## config.mk

```make
export PLATFORM = sky130hd
export DESIGN_NAME = size_class_block_allocator_core
export DESIGN_NICKNAME = d
export VERILOG_FILES = /design/src/scba_pkg.sv /design/src/scba_front.sv /design/src/scba_queue.sv /design/src/scba_back.sv /design/src/size_class_block_allocator_core.sv
export SDC_FILE = /design/constraint.sdc
export NUM_CORES = 1
export LEC_CHECK = 0
export ABC_AREA = 1
export BUFFER_PORTS_ARGS = -buffer_cell sky130_fd_sc_hd__buf_2
export CORE_ASPECT_RATIO = 2
export CORE_UTILIZATION = 67
export DETAILED_ROUTE_END_ITERATION = 12
export PLACE_DENSITY = 0.84
export SETUP_SLACK_MARGIN = 0.05
export SLEW_MARGIN = 5
export SYNTH_ARGS = -nofsm -noshare
export SYNTH_HDL_FRONTEND = slang
export SYNTH_HIERARCHICAL = 1
export SYNTH_SLANG_ARGS = --single-unit
```

## constraint.sdc

```tcl
create_clock -name clk -period 20.5 [get_ports clk]
set_input_delay 3.075 -clock clk [delete_from_list [all_inputs] [get_ports clk]]
set_output_delay 3.075 -clock clk [all_outputs]
set_load 0.03 [all_outputs]
```

## src/scba_pkg.sv

```systemverilog
package scba_pkg;

    // field widths
    localparam int ADDR_W = 17;
    localparam int SIZE_W = 16;
    localparam int IDX_W  = 8;
    localparam int CNT_W  = 9;

    // size class limits in bytes
    localparam logic [SIZE_W-1:0] CLASS0_BYTES = 16'd32;
    localparam logic [SIZE_W-1:0] CLASS1_BYTES = 16'd64;
    localparam logic [SIZE_W-1:0] CLASS2_BYTES = 16'd128;
    localparam logic [SIZE_W-1:0] CLASS3_BYTES = 16'd256;

    // pool codes
    localparam logic [1:0] POOL_32  = 2'd0;
    localparam logic [1:0] POOL_64  = 2'd1;
    localparam logic [1:0] POOL_128 = 2'd2;
    localparam logic [1:0] POOL_256 = 2'd3;

    // result codes
    typedef enum logic [2:0] {
        ST_OK        = 3'd0,
        ST_NO_FREE   = 3'd1,
        ST_TOO_LARGE = 3'd2,
        ST_POOL_FULL = 3'd3,
        ST_BAD_ADDR  = 3'd4
    } status_t;

    // command codes
    typedef enum logic {
        CMD_ALLOC = 1'b0,
        CMD_FREE  = 1'b1
    } cmd_t;

    // back end sequencer
    typedef enum logic [1:0] {
        BK_INIT,
        BK_IDLE,
        BK_POP
    } bk_state_t;

    // classified request, front to back
    typedef struct packed {
        cmd_t             op;
        status_t          err;
        logic [1:0]       pool;
        logic [IDX_W-1:0] idx;
    } scba_item_t;

endpackage

```

## src/scba_front.sv

```systemverilog
module scba_front
    import scba_pkg::*;
#(
    parameter int BLOCKS_32  = 16,
    parameter int BLOCKS_64  = 16,
    parameter int BLOCKS_128 = 16,
    parameter int BLOCKS_256 = 16
)
(
    input  logic              cmd,
    input  logic [SIZE_W-1:0] req_size,
    input  logic [ADDR_W-1:0] block_addr,
    output scba_item_t        item
);

    // byte address map of the four pools
    localparam int END0_I = BLOCKS_32 * 32;
    localparam int END1_I = END0_I + BLOCKS_64 * 64;
    localparam int END2_I = END1_I + BLOCKS_128 * 128;
    localparam int END3_I = END2_I + BLOCKS_256 * 256;
    localparam logic [ADDR_W-1:0] END0 = ADDR_W'(END0_I);
    localparam logic [ADDR_W-1:0] END1 = ADDR_W'(END1_I);
    localparam logic [ADDR_W-1:0] END2 = ADDR_W'(END2_I);
    localparam logic [ADDR_W-1:0] END3 = ADDR_W'(END3_I);

    logic [ADDR_W-1:0] off;

    // classify one beat
    always_comb
    begin
        item.op   = cmd_t'(cmd);
        item.err  = ST_OK;
        item.pool = POOL_32;
        item.idx  = '0;
        off       = '0;
        if (cmd_t'(cmd) == CMD_ALLOC)
        begin
            if (req_size > CLASS3_BYTES)
                item.err = ST_TOO_LARGE;
            else if (req_size > CLASS2_BYTES)
                item.pool = POOL_256;
            else if (req_size > CLASS1_BYTES)
                item.pool = POOL_128;
            else if (req_size > CLASS0_BYTES)
                item.pool = POOL_64;
            else
                item.pool = POOL_32;
        end
        else
        begin
            // pool by address range, block index by dropping offset bits
            if (block_addr < END0)
            begin
                off       = block_addr;
                item.pool = POOL_32;
                item.idx  = off[12:5];
            end
            else if (block_addr < END1)
            begin
                off       = block_addr - END0;
                item.pool = POOL_64;
                item.idx  = off[13:6];
            end
            else if (block_addr < END2)
            begin
                off       = block_addr - END1;
                item.pool = POOL_128;
                item.idx  = off[14:7];
            end
            else if (block_addr < END3)
            begin
                off       = block_addr - END2;
                item.pool = POOL_256;
                item.idx  = off[15:8];
            end
            else
            begin
                item.err = ST_BAD_ADDR;
            end
        end
    end

endmodule

```

## src/scba_queue.sv

```systemverilog
module scba_queue
    import scba_pkg::*;
(
    input  logic       clk,
    input  logic       rst_n,
    input  logic       push,
    input  scba_item_t push_item,
    input  logic       pop,
    output logic       not_empty,
    output logic       full,
    output scba_item_t head_item
);

    scba_item_t slot_reg [2];
    logic       wr_ptr_reg, wr_ptr_next;
    logic       rd_ptr_reg, rd_ptr_next;
    logic [1:0] fill_reg, fill_next;

    assign not_empty = (fill_reg != 2'd0);
    assign full      = (fill_reg == 2'd2);
    assign head_item = slot_reg[rd_ptr_reg];

    // pointer and fill update
    always_comb
    begin
        wr_ptr_next = wr_ptr_reg ^ push;
        rd_ptr_next = rd_ptr_reg ^ pop;
        fill_next   = fill_reg + {1'b0, push} - {1'b0, pop};
    end

    always_ff @(posedge clk or negedge rst_n)
    begin
        if (!rst_n)
        begin
            wr_ptr_reg <= 1'b0;
            rd_ptr_reg <= 1'b0;
            fill_reg   <= 2'd0;
        end
        else
        begin
            wr_ptr_reg <= wr_ptr_next;
            rd_ptr_reg <= rd_ptr_next;
            fill_reg   <= fill_next;
        end
    end

    // entry storage
    always_ff @(posedge clk)
    begin
        if (push)
            slot_reg[wr_ptr_reg] <= push_item;
    end

endmodule

```

## src/scba_back.sv

```systemverilog
module scba_back
    import scba_pkg::*;
#(
    parameter int BLOCKS_32  = 16,
    parameter int BLOCKS_64  = 16,
    parameter int BLOCKS_128 = 16,
    parameter int BLOCKS_256 = 16
)
(
    input  logic              clk,
    input  logic              rst_n,
    input  logic              item_valid,
    input  scba_item_t        item,
    output logic              item_pop,
    output logic              sweeping,
    output logic              done,
    output logic [2:0]        status,
    output logic [ADDR_W-1:0] grant_addr,
    output logic [1:0]        pool_id,
    output logic [CNT_W-1:0]  free_left
);

    localparam int TOTAL   = BLOCKS_32 + BLOCKS_64 + BLOCKS_128 + BLOCKS_256;
    localparam int LINK_AW = $clog2(TOTAL);
    localparam int ABASE1  = BLOCKS_32 * 32;
    localparam int ABASE2  = ABASE1 + BLOCKS_64 * 64;
    localparam int ABASE3  = ABASE2 + BLOCKS_128 * 128;

    // per pool constants
    function automatic logic [CNT_W-1:0] pool_blocks(input logic [1:0] p);
        logic [CNT_W-1:0] n;
        unique case (p)
            POOL_32:  n = CNT_W'(BLOCKS_32);
            POOL_64:  n = CNT_W'(BLOCKS_64);
            POOL_128: n = CNT_W'(BLOCKS_128);
            default:  n = CNT_W'(BLOCKS_256);
        endcase
        return n;
    endfunction

    function automatic logic [LINK_AW-1:0] link_base(input logic [1:0] p);
        logic [LINK_AW-1:0] b;
        unique case (p)
            POOL_32:  b = '0;
            POOL_64:  b = LINK_AW'(BLOCKS_32);
            POOL_128: b = LINK_AW'(BLOCKS_32 + BLOCKS_64);
            default:  b = LINK_AW'(BLOCKS_32 + BLOCKS_64 + BLOCKS_128);
        endcase
        return b;
    endfunction

    function automatic logic [ADDR_W-1:0] block_addr_of(input logic [1:0] p,
                                                        input logic [IDX_W-1:0] h);
        logic [ADDR_W-1:0] a;
        unique case (p)
            POOL_32:  a = ADDR_W'({h, 5'b0});
            POOL_64:  a = ADDR_W'(ABASE1) + ADDR_W'({h, 6'b0});
            POOL_128: a = ADDR_W'(ABASE2) + ADDR_W'({h, 7'b0});
            default:  a = ADDR_W'(ABASE3) + ADDR_W'({h, 8'b0});
        endcase
        return a;
    endfunction

    bk_state_t          state_reg, state_next;
    logic [IDX_W-1:0]   head_reg [4];
    logic [IDX_W-1:0]   head_next [4];
    logic [CNT_W-1:0]   count_reg [4];
    logic [CNT_W-1:0]   count_next [4];
    logic [1:0]         pend_pool_reg, pend_pool_next;
    logic [LINK_AW-1:0] sweep_slot_reg, sweep_slot_next;
    logic [1:0]         sweep_pool_reg, sweep_pool_next;
    logic [IDX_W-1:0]   sweep_local_reg, sweep_local_next;
    logic               done_reg, done_next;
    status_t            status_reg, status_next;
    logic [ADDR_W-1:0]  grant_reg, grant_next;
    logic [1:0]         pool_reg, pool_next;
    logic [CNT_W-1:0]   left_reg, left_next;

    // link memory
    logic [IDX_W-1:0]   link_mem [TOTAL];
    logic [IDX_W-1:0]   rdata_reg;
    logic               mem_we, mem_re;
    logic [LINK_AW-1:0] mem_waddr, mem_raddr;
    logic [IDX_W-1:0]   mem_wdata;
    logic               sweep_last;
    logic [IDX_W:0]     sweep_succ;

    assign sweeping   = (state_reg == BK_INIT);
    assign done       = done_reg;
    assign status     = status_reg;
    assign grant_addr = grant_reg;
    assign pool_id    = pool_reg;
    assign free_left  = left_reg;

    // sequencer: sweep, dispatch, pop completion
    always_comb
    begin
        state_next       = state_reg;
        head_next        = head_reg;
        count_next       = count_reg;
        pend_pool_next   = pend_pool_reg;
        sweep_slot_next  = sweep_slot_reg;
        sweep_pool_next  = sweep_pool_reg;
        sweep_local_next = sweep_local_reg;
        done_next        = 1'b0;
        status_next      = status_reg;
        grant_next       = grant_reg;
        pool_next        = pool_reg;
        left_next        = left_reg;
        item_pop         = 1'b0;
        mem_we           = 1'b0;
        mem_waddr        = sweep_slot_reg;
        mem_wdata        = '0;
        mem_re           = 1'b0;
        mem_raddr        = '0;
        sweep_succ       = {1'b0, sweep_local_reg} + 1'b1;
        sweep_last       = (CNT_W'(sweep_succ) == pool_blocks(sweep_pool_reg));

        unique case (state_reg)
            BK_INIT:
            begin
                // each block links to the next, the last one to zero
                mem_we    = 1'b1;
                mem_wdata = sweep_last ? '0 : sweep_succ[IDX_W-1:0];
                sweep_slot_next = sweep_slot_reg + 1'b1;
                if (sweep_last)
                begin
                    sweep_local_next = '0;
                    sweep_pool_next  = sweep_pool_reg + 1'b1;
                    if (sweep_pool_reg == POOL_256)
                        state_next = BK_IDLE;
                end
                else
                begin
                    sweep_local_next = sweep_succ[IDX_W-1:0];
                end
            end
            BK_IDLE:
            begin
                if (item_valid)
                begin
                    item_pop    = 1'b1;
                    grant_next  = '0;
                    pool_next   = item.pool;
                    left_next   = '0;
                    status_next = ST_OK;
                    if (item.err != ST_OK)
                    begin
                        done_next   = 1'b1;
                        status_next = item.err;
                        pool_next   = POOL_32;
                    end
                    else if (item.op == CMD_ALLOC)
                    begin
                        if (count_reg[item.pool] == '0)
                        begin
                            done_next   = 1'b1;
                            status_next = ST_NO_FREE;
                        end
                        else
                        begin
                            // fetch the head's link, finish next cycle
                            mem_re         = 1'b1;
                            mem_raddr      = link_base(item.pool)
                                           + LINK_AW'(head_reg[item.pool]);
                            pend_pool_next = item.pool;
                            state_next     = BK_POP;
                        end
                    end
                    else
                    begin
                        done_next = 1'b1;
                        if (count_reg[item.pool] >= pool_blocks(item.pool))
                        begin
                            status_next = ST_POOL_FULL;
                            left_next   = count_reg[item.pool];
                        end
                        else
                        begin
                            // push: freed block points at the old head
                            mem_we                = 1'b1;
                            mem_waddr             = link_base(item.pool)
                                                  + LINK_AW'(item.idx);
                            mem_wdata             = head_reg[item.pool];
                            head_next[item.pool]  = item.idx;
                            count_next[item.pool] = count_reg[item.pool] + 1'b1;
                            left_next             = count_reg[item.pool] + 1'b1;
                        end
                    end
                end
            end
            BK_POP:
            begin
                done_next                = 1'b1;
                status_next              = ST_OK;
                pool_next                = pend_pool_reg;
                grant_next               = block_addr_of(pend_pool_reg,
                                                         head_reg[pend_pool_reg]);
                head_next[pend_pool_reg] = rdata_reg;
                count_next[pend_pool_reg] = count_reg[pend_pool_reg] - 1'b1;
                left_next                = count_reg[pend_pool_reg] - 1'b1;
                state_next               = BK_IDLE;
            end
            default:
            begin
                state_next = BK_IDLE;
            end
        endcase
    end

    // control state
    always_ff @(posedge clk or negedge rst_n)
    begin
        if (!rst_n)
        begin
            state_reg       <= BK_INIT;
            sweep_slot_reg  <= '0;
            sweep_pool_reg  <= POOL_32;
            sweep_local_reg <= '0;
            pend_pool_reg   <= POOL_32;
            done_reg        <= 1'b0;
            for (int p = 0; p < 4; p++)
            begin
                head_reg[p]  <= '0;
                count_reg[p] <= pool_blocks(2'(p));
            end
        end
        else
        begin
            state_reg       <= state_next;
            sweep_slot_reg  <= sweep_slot_next;
            sweep_pool_reg  <= sweep_pool_next;
            sweep_local_reg <= sweep_local_next;
            pend_pool_reg   <= pend_pool_next;
            done_reg        <= done_next;
            head_reg        <= head_next;
            count_reg       <= count_next;
        end
    end

    // result payload
    always_ff @(posedge clk)
    begin
        status_reg <= status_next;
        grant_reg  <= grant_next;
        pool_reg   <= pool_next;
        left_reg   <= left_next;
    end

    // link memory ports
    always_ff @(posedge clk)
    begin
        if (mem_we)
            link_mem[mem_waddr] <= mem_wdata;
        if (mem_re)
            rdata_reg <= link_mem[mem_raddr];
    end

endmodule

```

## src/size_class_block_allocator_core.sv

```systemverilog
// channel  | handshake             | ports
// ---------+-----------------------+---------------------------------------------
// request  | start && !busy        | cmd, req_size, block_addr
// result   | done, one cycle each  | status, grant_addr, pool_id, free_left
//
// a served allocate reads the head's link in BK_IDLE, then updates the pool in BK_POP;
// a free or any error result is settled in BK_IDLE alone.
// a two-beat queue parts classifier and back end; busy is high while it is full.
// a request waits in the queue behind any beats queued before it.
// after reset a link sweep over every block of the four pools keeps busy high.
// results cannot be held off; done marks each beat for one cycle.
module size_class_block_allocator_core
    import scba_pkg::*;
#(
    parameter int BLOCKS_32  = 16,
    parameter int BLOCKS_64  = 16,
    parameter int BLOCKS_128 = 16,
    parameter int BLOCKS_256 = 16
)
(
    input  logic              clk,
    input  logic              rst_n,
    input  logic              start,
    output logic              busy,
    input  logic              cmd,
    input  logic [SIZE_W-1:0] req_size,
    input  logic [ADDR_W-1:0] block_addr,
    output logic              done,
    output logic [2:0]        status,
    output logic [ADDR_W-1:0] grant_addr,
    output logic [1:0]        pool_id,
    output logic [CNT_W-1:0]  free_left
);

    scba_item_t front_item;
    scba_item_t queue_item;
    logic       accept;
    logic       queue_valid;
    logic       queue_full;
    logic       queue_pop;
    logic       sweeping;

    assign busy   = queue_full || sweeping;
    assign accept = start && !busy;

    // request classifier
    scba_front #(
        .BLOCKS_32  (BLOCKS_32),
        .BLOCKS_64  (BLOCKS_64),
        .BLOCKS_128 (BLOCKS_128),
        .BLOCKS_256 (BLOCKS_256)
    ) u_front (
        .cmd        (cmd),
        .req_size   (req_size),
        .block_addr (block_addr),
        .item       (front_item)
    );

    // decoupling queue
    scba_queue u_queue (
        .clk       (clk),
        .rst_n     (rst_n),
        .push      (accept),
        .push_item (front_item),
        .pop       (queue_pop),
        .not_empty (queue_valid),
        .full      (queue_full),
        .head_item (queue_item)
    );

    // free list engine
    scba_back #(
        .BLOCKS_32  (BLOCKS_32),
        .BLOCKS_64  (BLOCKS_64),
        .BLOCKS_128 (BLOCKS_128),
        .BLOCKS_256 (BLOCKS_256)
    ) u_back (
        .clk        (clk),
        .rst_n      (rst_n),
        .item_valid (queue_valid),
        .item       (queue_item),
        .item_pop   (queue_pop),
        .sweeping   (sweeping),
        .done       (done),
        .status     (status),
        .grant_addr (grant_addr),
        .pool_id    (pool_id),
        .free_left  (free_left)
    );

    // a grant address only comes with a successful allocate
    a_grant_zero: assert property (@(posedge clk) disable iff (!rst_n)
        done && (status != ST_OK) |-> (grant_addr == '0))
        else $error("grant address set on a failed request");

    // errors that touch no pool report pool 0 and nothing left
    a_err_fields: assert property (@(posedge clk) disable iff (!rst_n)
        done && ((status == ST_TOO_LARGE) || (status == ST_BAD_ADDR))
        |-> (pool_id == POOL_32) && (free_left == '0))
        else $error("error result carries pool fields");

    // an empty pool reports zero blocks left
    a_empty_left: assert property (@(posedge clk) disable iff (!rst_n)
        done && (status == ST_NO_FREE) |-> (free_left == '0))
        else $error("no-free result with blocks left");

    // no result while the link memory sweep runs
    a_sweep_quiet: assert property (@(posedge clk) disable iff (!rst_n)
        sweeping |=> !done)
        else $error("result during link sweep");

endmodule
```

## Word-level counts from Yosys, hierarchy flattened

Memories as Yosys holds them, arrays and structs flattened. A register that Yosys moved wholly into a read port is not among the register bits.
Index checks and enable logic that the tools add are counted.

| storage, ports and cells | value |
|---|---|
| register bits after elaboration | 124 |
| memory bits (writable) | 540 |
| bits of input ports | 37 |
| logic and storage cells | 217 |
| memories kept | 2 |

| operators by class | value |
|---|---|
| add/subtract/negate cells | 15 |
| magnitude comparators | 13 |
| eq/ne operators | 17 |
| multiplexer cells | 125 |
| bitwise operators | 7 |
| reductions and logical operators | 17 |

Memory list:

| memory | words | width | rd ports | clocked after Yosys merged registers in | write ports | line | source |
|---|---|---|---|---|---|---|---|
| u_back.link_mem | 64 | 8 | 1 | 1 | 1 | scba_back.sv:80 | `logic [IDX_W-1:0] link_mem [TOTAL];` |
| u_queue.slot_reg | 2 | 14 | 1 | 0 | 1 | scba_queue.sv:14 | `scba_item_t slot_reg [2];` |

Operators with widths:

| cell | number |
|---|---|
| $mux 36 | 4 |
| $mux 32 | 4 |
| $mux 9 | 14 |
| $mux 6 | 20 |
| $mux 8 | 12 |
| $bwmux 36 | 2 |
| $pmux 36 s2 | 1 |
| $bwmux 32 | 2 |
| $pmux 32 s2 | 1 |
| $pmux 17 s3 | 1 |
| $mux 10 | 4 |
| $bmux 9 s2 | 2 |
| $demux 9 s2 | 2 |
| $pmux 17 s2 | 1 |
| $bmux 8 s2 | 2 |
| $demux 8 s2 | 2 |
| $mux 2 | 13 |
| $mux 1 | 21 |
| $mux 3 | 7 |
| $pmux 6 s3 | 1 |
| $pmux 9 s2 | 1 |
| $add 12x16->17 const A | 1 |
| $lt 17x10->1 const B | 1 |
| $lt 17x11->1 const B | 1 |
| other kinds (46) | 74 |

## Depth between registers and ports, before layout

Gate-level depths: netlist of run 1.
An unclocked memory read counts as a cell.

| depth | value |
|---|---|
| depth after elaboration | 17 |
| mapped depth | 27 |
| gate-level depth less buffers | 22 |

## Hierarchy

The synthesis of run 1 kept the hierarchy.

Modules (own cells, without submodules):

| module | instances | cells each | area an instance (sq um) | seq. area each (sq um) |
|---|---|---|---|---|
| scba_back | 1 | 3007 | 29538.3 | 18627.9 |
| scba_queue | 1 | 97 | 1271.2 | 940.9 |
| scba_front | 1 | 140 | 708.2 | 0.0 |
| size_class_block_allocator_core | 1 | 5 | 23.8 | 0.0 |

## Worst setup path before layout of run 1

Ideal clock, no wire load.

| path | value |
|---|---|
| path kind | reg2reg |
| start point | register u_queue.rd_ptr_reg |
| end point | memory u_back.link_mem[0][3], data pin |
| setup time | 0.906 ns |
| arrival time | 5.539 ns |
| slack | 14.055 ns |
| cell stages (with the launch flop) | 14 |
| buffers on the path | 2 |
| clock period less this slack | 6.445 ns |
| cells stage by stage | dfrtp_1 -> buf_2 -> o21ai_0 -> buf_6 -> inv_4 -> nand2_4 -> nor2_1 -> nor2_1 -> nand2_1 -> nor2_2 -> nand2_2 -> nor2_4 -> inv_1 -> o41ai_1 |

RTL lines:

| item | line | source |
|---|---|---|
| start, declared | scba_queue.sv:16 | `logic rd_ptr_reg, rd_ptr_next;` |
| start signal, assigned | scba_queue.sv:42 | `rd_ptr_reg <= rd_ptr_next;` |
| end, declared | scba_back.sv:80 |  |

==> flow_summary.yaml, run 1 <==
global_routing:
  grt_max_degree: 228
  use_met2: 0.636
  gr-usage-met3: 0.0574
  gr-total-overflow: 0
  antenna_found_initial: 0
  grt_pass1_wl_mm: 131
  grt_pass1_vias: 23614
  grt.total_usage: 0.368
  grt-busiest-layer: "met2"
  grt_util_met1: 0.378
place:
  place.gp.congestion: 0.975
  dp_hpwl_mm: 54.6
  dp_slack_ns: 14.15
  port_buffers: 59
  placed_cells: 3817
pwr:
  net-switching-power_mw: 0.491
  switching_share: 0.191
  internal-power_mw: 2.07
  p_clk_frac: 0.426
  p_per_area_mw_per_mm2: 75.3
  comb_power_share: 0.007
  p_leak_nw: 14.3
  ir_worst_vdd_mv: 0.0854
  power_frac_seq: 0.567
critical_path:
  reg2reg_to: "u_back/rdata_reg[7]"
  critPathLaunchType: "flop"
  crit_arrival_ns: 7.01
  cp_max_fo: 102
  setup.reg_to_reg.worst_slack_ns: 13.86
  worst_r2r_path_depth: 21
  reg2reg_from: "u_queue/rd_ptr_reg"
  startpoint: "u_queue/rd_ptr_reg"
  end_kind: "flop"
  critPathKind: "reg2reg"
  critPathRequiredTime_ns: 20.88
synth:
  yosys.cell_types.count: 57
  synth.largest_area_cell: "edfxtp_1"
  yosys.area_share.simple: 0.212
  synthXorXnorAreaFrac: 0.00555
  synth.area.mux_share: 0.000357
  synth_cells: 3249
  synth-async-reset-ratio: 0.139
  netlist_area_mm2: 0.0315
  synthTopCellsByCount: "nand2_1, edfxtp_1, inv_1"
  synth_fa_ha_area_frac: 0.00873
  ys_warn_count: 6
  ys_seq_area_frac: 0.620
  synth-main-ff-cell: "edfxtp_1"
  ys_top_cells_by_area: "edfxtp_1, nand2_1, dfrtp_1"
  yosysMostFrequentCell: "nand2_1"
  syn_area_per_cell_um2: 9.71
  synth_top_family_by_area: "simple AND/OR/NAND/NOR gates"
  yosys_register_bits: 667
  synth_edf_count: 574
  synth_compound_gate_area_share: 0.0670
  synth.top_cell.area_share: 0.546
timing:
  fin_worst_skew_ns: 0.0310
  rsz0062_at_grt: "no"
  period_share: 0.324
  relSlewSlack: 0.0690
  fin_crit_ns: 6.64
  holdWs_ns: 0.478
  tns_ns: 0
  setup_ws_ns: 13.86
  finalSetupViolations: 0
  hold_viol_final: 0
  drv_slew: 0
  worst_pin_slew_ns: 1.38
  fmax_mhz: 151
floorplanning:
  core_mm2: 0.0465
  boundaryPins: 70
  die-area_mm2: 0.0480
  die_w_um: 155
  chipHeight_um: 309
  rows: 112
  initial_core_util: 0.678
worst_hold_path:
  hp-start: "u_back/sweep_pool_reg[0]"
  min_path_cells: 1
  whs_endpoint: "u_back/sweep_pool_reg[0]"
  hold_path_class: "reg2reg"
clocking:
  cts_sinks: 667
  cts_max_path_buffers: 3
  cts_buffers: 55
  cts_tree: "done"
  root_buffer: "clkbuf_16"
  cts_setup_buffers: 0
  clk_pin_slew_ns: 0.07
  postCtsHoldBufs: 0
  cts_resized: 0
  clk_latency_ns: 0.62
  htreeDepth: 2
drt:
  drcViolationCount: 0
  first_iter_violations: 2619
  dr.pass1.iters: 7
  antenna_left: 0
  wl_mm: 85.7
  wl_per_cell_um: 21.9
  dr_total_vias: 23744
  via_per_inst: 6.06
final_layout:
  layout-drive-gt1-share: 0.0944
  post_layout_nonfiller_instances: 3920
  syn_to_final_growth_pct: 8.01
  largest_reg_flops: 512
  fin_util: 0.732
  num_antenna_cells: 0
  final_nets: 3307
status:
  status: "completed"
flow_run:
  drv_cap: 0
## critical path: stages (launching register included)
cell and delay [ns]:
dfrtp_1 0.88, nand2_1 0.14, o21ai_2 0.09, buf_4 0.34
nand2_1 0.53, o21ai_0 0.55, inv_1 0.09, ha_1 0.20
nand3_1 0.09, nor2_2 0.05, nand3_4 0.16, nand3_4 0.20
nor2_4 0.15, buf_4 0.65, buf_4 0.94, nand2_1 0.12
nand2_1 0.11, nand3_1 0.22, nand3_1 0.19, nand3_1 0.34
nand3_1 0.20, nand2_1 0.07
## per-stage QoR
| stage | area [um2] | total power, mW |
|---|---|---|
| floorplan | 31600 | 1.49 |
| global placement | 32200 | 1.50 |
| detailed placement | 32200 | 1.50 |
| CTS | 34000 | 2.58 |
| global route | 34100 | 2.63 |
| finish | 34100 | 2.57 |
## cell usage in the layout (no fill, tap or decap), drive strengths merged, types with 9 or more instances in the layout
master  instances
or2            43
clkbuf         69
nand3         438
dfrtp          89
clkinv         22
nand4          10
bufinv          9
nor2          308
inv           503
a21oi          48
nand2         704
buf            90
nor3           16
xor2           16
ha             22
edfxtp        574
a221oi         10
o21ai         184
o211ai         17
o22ai          79
## cells by family after synthesis
family / count (synthesis)
simple gates: 1520
xor+xnor: 20
flops: 667
other cells: 2
mux: 1
buf+inv: 659
compound gates: 358
fa+ha+maj: 22
## power by group through the flow
stage / clock network (mW) / logic (mW) / registers (mW)
6_report: 1.09 / 0.0174 / 1.45
5_1_grt: 1.15 / 0.0197 / 1.45
4_1_cts: 1.10 / 0.0176 / 1.45
3_5_place_dp: 0 / 0.0176 / 1.48
3_3_place_gp: 0 / 0.0171 / 1.48
2_1_floorplan: 0 / 0.00886 / 1.48
## area by class of cell
cell class | count | area [um2]
Sequential cell | 667 | 19600
Clock inverter | 34 | 417
Multi-Input combinational cell | 1927 | 9390
Clock buffer | 68 | 1450
Fill cell | 3250 | 12500
Inverter | 506 | 1910
Tap cell | 627 | 785
Timing Repair Buffer | 91 | 557
## worst max-delay path by stage
| stage | end | slack [ns] | depth (start not counted) |
|---|---|---|---|
| final | u_back/rdata_reg[7] | 13.86 | 21 |
| after global routing | u_back/rdata_reg[7] | 13.55 | 21 |
| after CTS | u_back/rdata_reg[1] | 14.11 | 21 |
| after detailed placement | u_back/rdata_reg[1] | 14.15 | 21 |
| after global placement | u_back/rdata_reg[7] | 14.31 | 21 |
| after floorplan | u_back/link_mem[0][3] | 14.06 | 13 |
## per-layer routing
metal / wire length (um) / part of all wire
met1: 26300 / 0.31
met2: 43200 / 0.50
met3: 7150 / 0.083
met4: 9140 / 0.11
met5: 0 / 0
Power figures use the tool's default switching activity.
==> run 2, diff against run 1 <==
CORE_UTILIZATION = 63   (was 67)
PLACE_DENSITY = 0.8   (was 0.84)
clock period = 6.6 ns   (was 20.5 ns; I/O delays follow)
==> run 2 against run 1 <==
Critical path type unchanged. Die area increased by 6.3%. Final cell count rose by 1.0%. Worst setup slack worse by 13 ns. Count of clock-buffer cells in the layout shrank 1. Largest cell class unchanged. Sequential share of layout area is 0.33 points lower. Critical path depth is 6 lower. Register-to-register slack worse by 13 ns. Design area grew 0.58%. Largest power group unchanged. Highest routed layer unchanged. Non-clock buffer count up 27. Maximum frequency grew 17%. Flip-flop and latch count is the same. Sequential power grew to 3.1 times the previous value.
==> flow_summary.yaml, run 2 (synthesis gave the netlist of run 1 again) <==
timing:
  fin_worst_skew_ns: 0.0158
  worst_pin_slew_ns: 1.28
  drv_slew: 0
  rsz0062_at_grt: "no"
  fmax_mhz: 176
  hold_viol_final: 0
  finalSetupViolations: 0
  period_share: 0.861
  fin_crit_ns: 5.68
  relSlewSlack: 0.143
  tns_ns: 0
  setup_ws_ns: 0.918
  holdWs_ns: 0.295
global_routing:
  antenna_found_initial: 0
  grt_pass1_wl_mm: 131
  gr-total-overflow: 0
  grt_pass1_vias: 24045
  grt.total_usage: 0.341
  grt_max_degree: 123
final_layout:
  mostFrequentLayoutCells: "nand2_1, edfxtp_1, inv_1, nand3_1, nor2_1"
  regArea_mm2: 0.0196
  layout_commonest_cell: "nand2_1"
  multiInputGateArea_mm2: 0.00938
  num_antenna_cells: 0
  layout-drive-gt1-share: 0.100
  syn_to_final_growth_pct: 8.64
  fillers: 3626
  largest_reg_flops: 512
  final_nets: 3335
critical_path:
  critPathKind: "reg2reg"
  worst_r2r_path_depth: 15
  end_kind: "flop"
  startpoint: "u_queue/rd_ptr_reg"
  critPathLaunchType: "flop"
  crit_end: "u_back/link_mem[19][4]"
  crit_arrival_ns: 5.93
  reg2reg_to: "u_back/link_mem[19][4]"
  cp_max_fo: 12
  critPathRequiredTime_ns: 6.85
  setup.reg_to_reg.worst_slack_ns: 0.92
  reg2reg_from: "u_queue/rd_ptr_reg"
drt:
  antenna_left: 0
  wl_per_cell_um: 21.5
  first_iter_violations: 2573
  dr.pass1.iters: 11
  dr_total_vias: 23659
  drcViolationCount: 0
  wl_mm: 85.2
  via_per_inst: 5.97
clocking:
  root_buffer: "clkbuf_16"
  cts_resized: 0
  htreeDepth: 2
  cts_sinks: 667
  cts_max_path_buffers: 3
  cts_setup_buffers: 0
  clk_latency_ns: 0.63
  cts_tree: "done"
  cts_buffers: 56
  clk_pin_slew_ns: 0.06
  postCtsHoldBufs: 0
pwr:
  ir_worst_vdd_mv: 0.227
  switching_share: 0.195
  p_clk_frac: 0.415
  internal-power_mw: 6.30
  comb_power_share: 0.007
  p_leak_nw: 14.4
  power_frac_seq: 0.578
  p_per_area_mw_per_mm2: 228
  net-switching-power_mw: 1.53
  power_mw: 7.82
place:
  place.gp.congestion: 0.980
  dp_slack_ns: 1.16
  dp_hpwl_mm: 56.9
  port_buffers: 59
floorplanning:
  chipHeight_um: 318
  die-area_mm2: 0.0510
  die_w_um: 160
  initial_core_util: 0.639
  rows: 115
  core_mm2: 0.0494
  boundaryPins: 70
worst_hold_path:
  hold_path_class: "in2async"
status:
  status: "completed"
flow_run:
  drv_cap: 0
==> run 2: changes by cell type in the layout (fill, tap and decap cells not counted), moves of 3 or more <==
cell / delta
buf_12: +6
clkbuf_1: -3
clkinv_1: +5
bufinv_16: -5
buf_4: +22
==> run 2: per-stage QoR <==
| stage | utilization | std cells | area [um2] |
|---|---|---|---|
| after floorplan | - | 3253 | 31600 |
| after global placement | 0.658 | 3861 | 32500 |
| after detailed placement | 0.658 | 3861 | 32500 |
| after CTS | 0.694 | 3960 | 34300 |
| after global routing | 0.694 | 3960 | 34300 |
| final | 0.694 | 3960 | 34300 |
==> run 2: worst min path at each step <==
stage                          endpoint  slack (ns)                startpoint
3_3_place_gp   u_back/sweep_slot_reg[5]        0.46  u_back/sweep_slot_reg[5]
6_report            u_queue/fill_reg[0]        0.30                     rst_n
2_1_floorplan  u_back/sweep_slot_reg[5]        0.45  u_back/sweep_slot_reg[5]
5_1_grt             u_queue/fill_reg[0]        0.31                     rst_n
4_1_cts             u_back/count_reg[1]        0.30                     rst_n
3_5_place_dp       u_back/count_reg[22]        0.47      u_back/count_reg[22]
==> run 2: power by group through the flow <==
| stage | clock, mW | combinational (mW) | sequential, mW |
|---|---|---|---|
| 2_1_floorplan | 0 | 0.0275 | 4.61 |
| 3_3_place_gp | 0 | 0.0532 | 4.61 |
| 3_5_place_dp | 0 | 0.0549 | 4.61 |
| 4_1_cts | 3.28 | 0.0551 | 4.52 |
| 5_1_grt | 3.43 | 0.0613 | 4.51 |
| 6_report | 3.25 | 0.0545 | 4.52 |
==> run 2: layer usage <==
layer | wire length, um | track usage
met5 | 0 | 0
met4 | 9360 | 0.323
met3 | 5980 | 0.0514
met2 | 43300 | 0.599
met1 | 26500 | 0.340
==> run 2: critical path, stage by stage (launching register included) <==
cell	delay [ns]
dfrtp_1	0.44
o21ai_1	0.92
inv_4	0.28
nand2_4	0.28
nor2_1	0.07
nor2_1	0.10
nand2_1	0.18
nor2_2	0.24
nand2_2	0.11
nor2_4	0.13
nand2_1	0.45
o21ai_4	0.46
inv_2	0.12
nor3_2	0.18
nand2_1	0.51
nor2_1	0.82
==> run 2: cell type report <==
cell class / count / share of cell area
flip-flops and latches: 667 / 0.571
multi-input cells: 1927 / 0.274
inverters: 506 / 0.0557
clock buffers: 67 / 0.0433
repair buffers: 118 / 0.0242
well taps: 643 / 0.0235
clock inverters: 32 / 0.00862
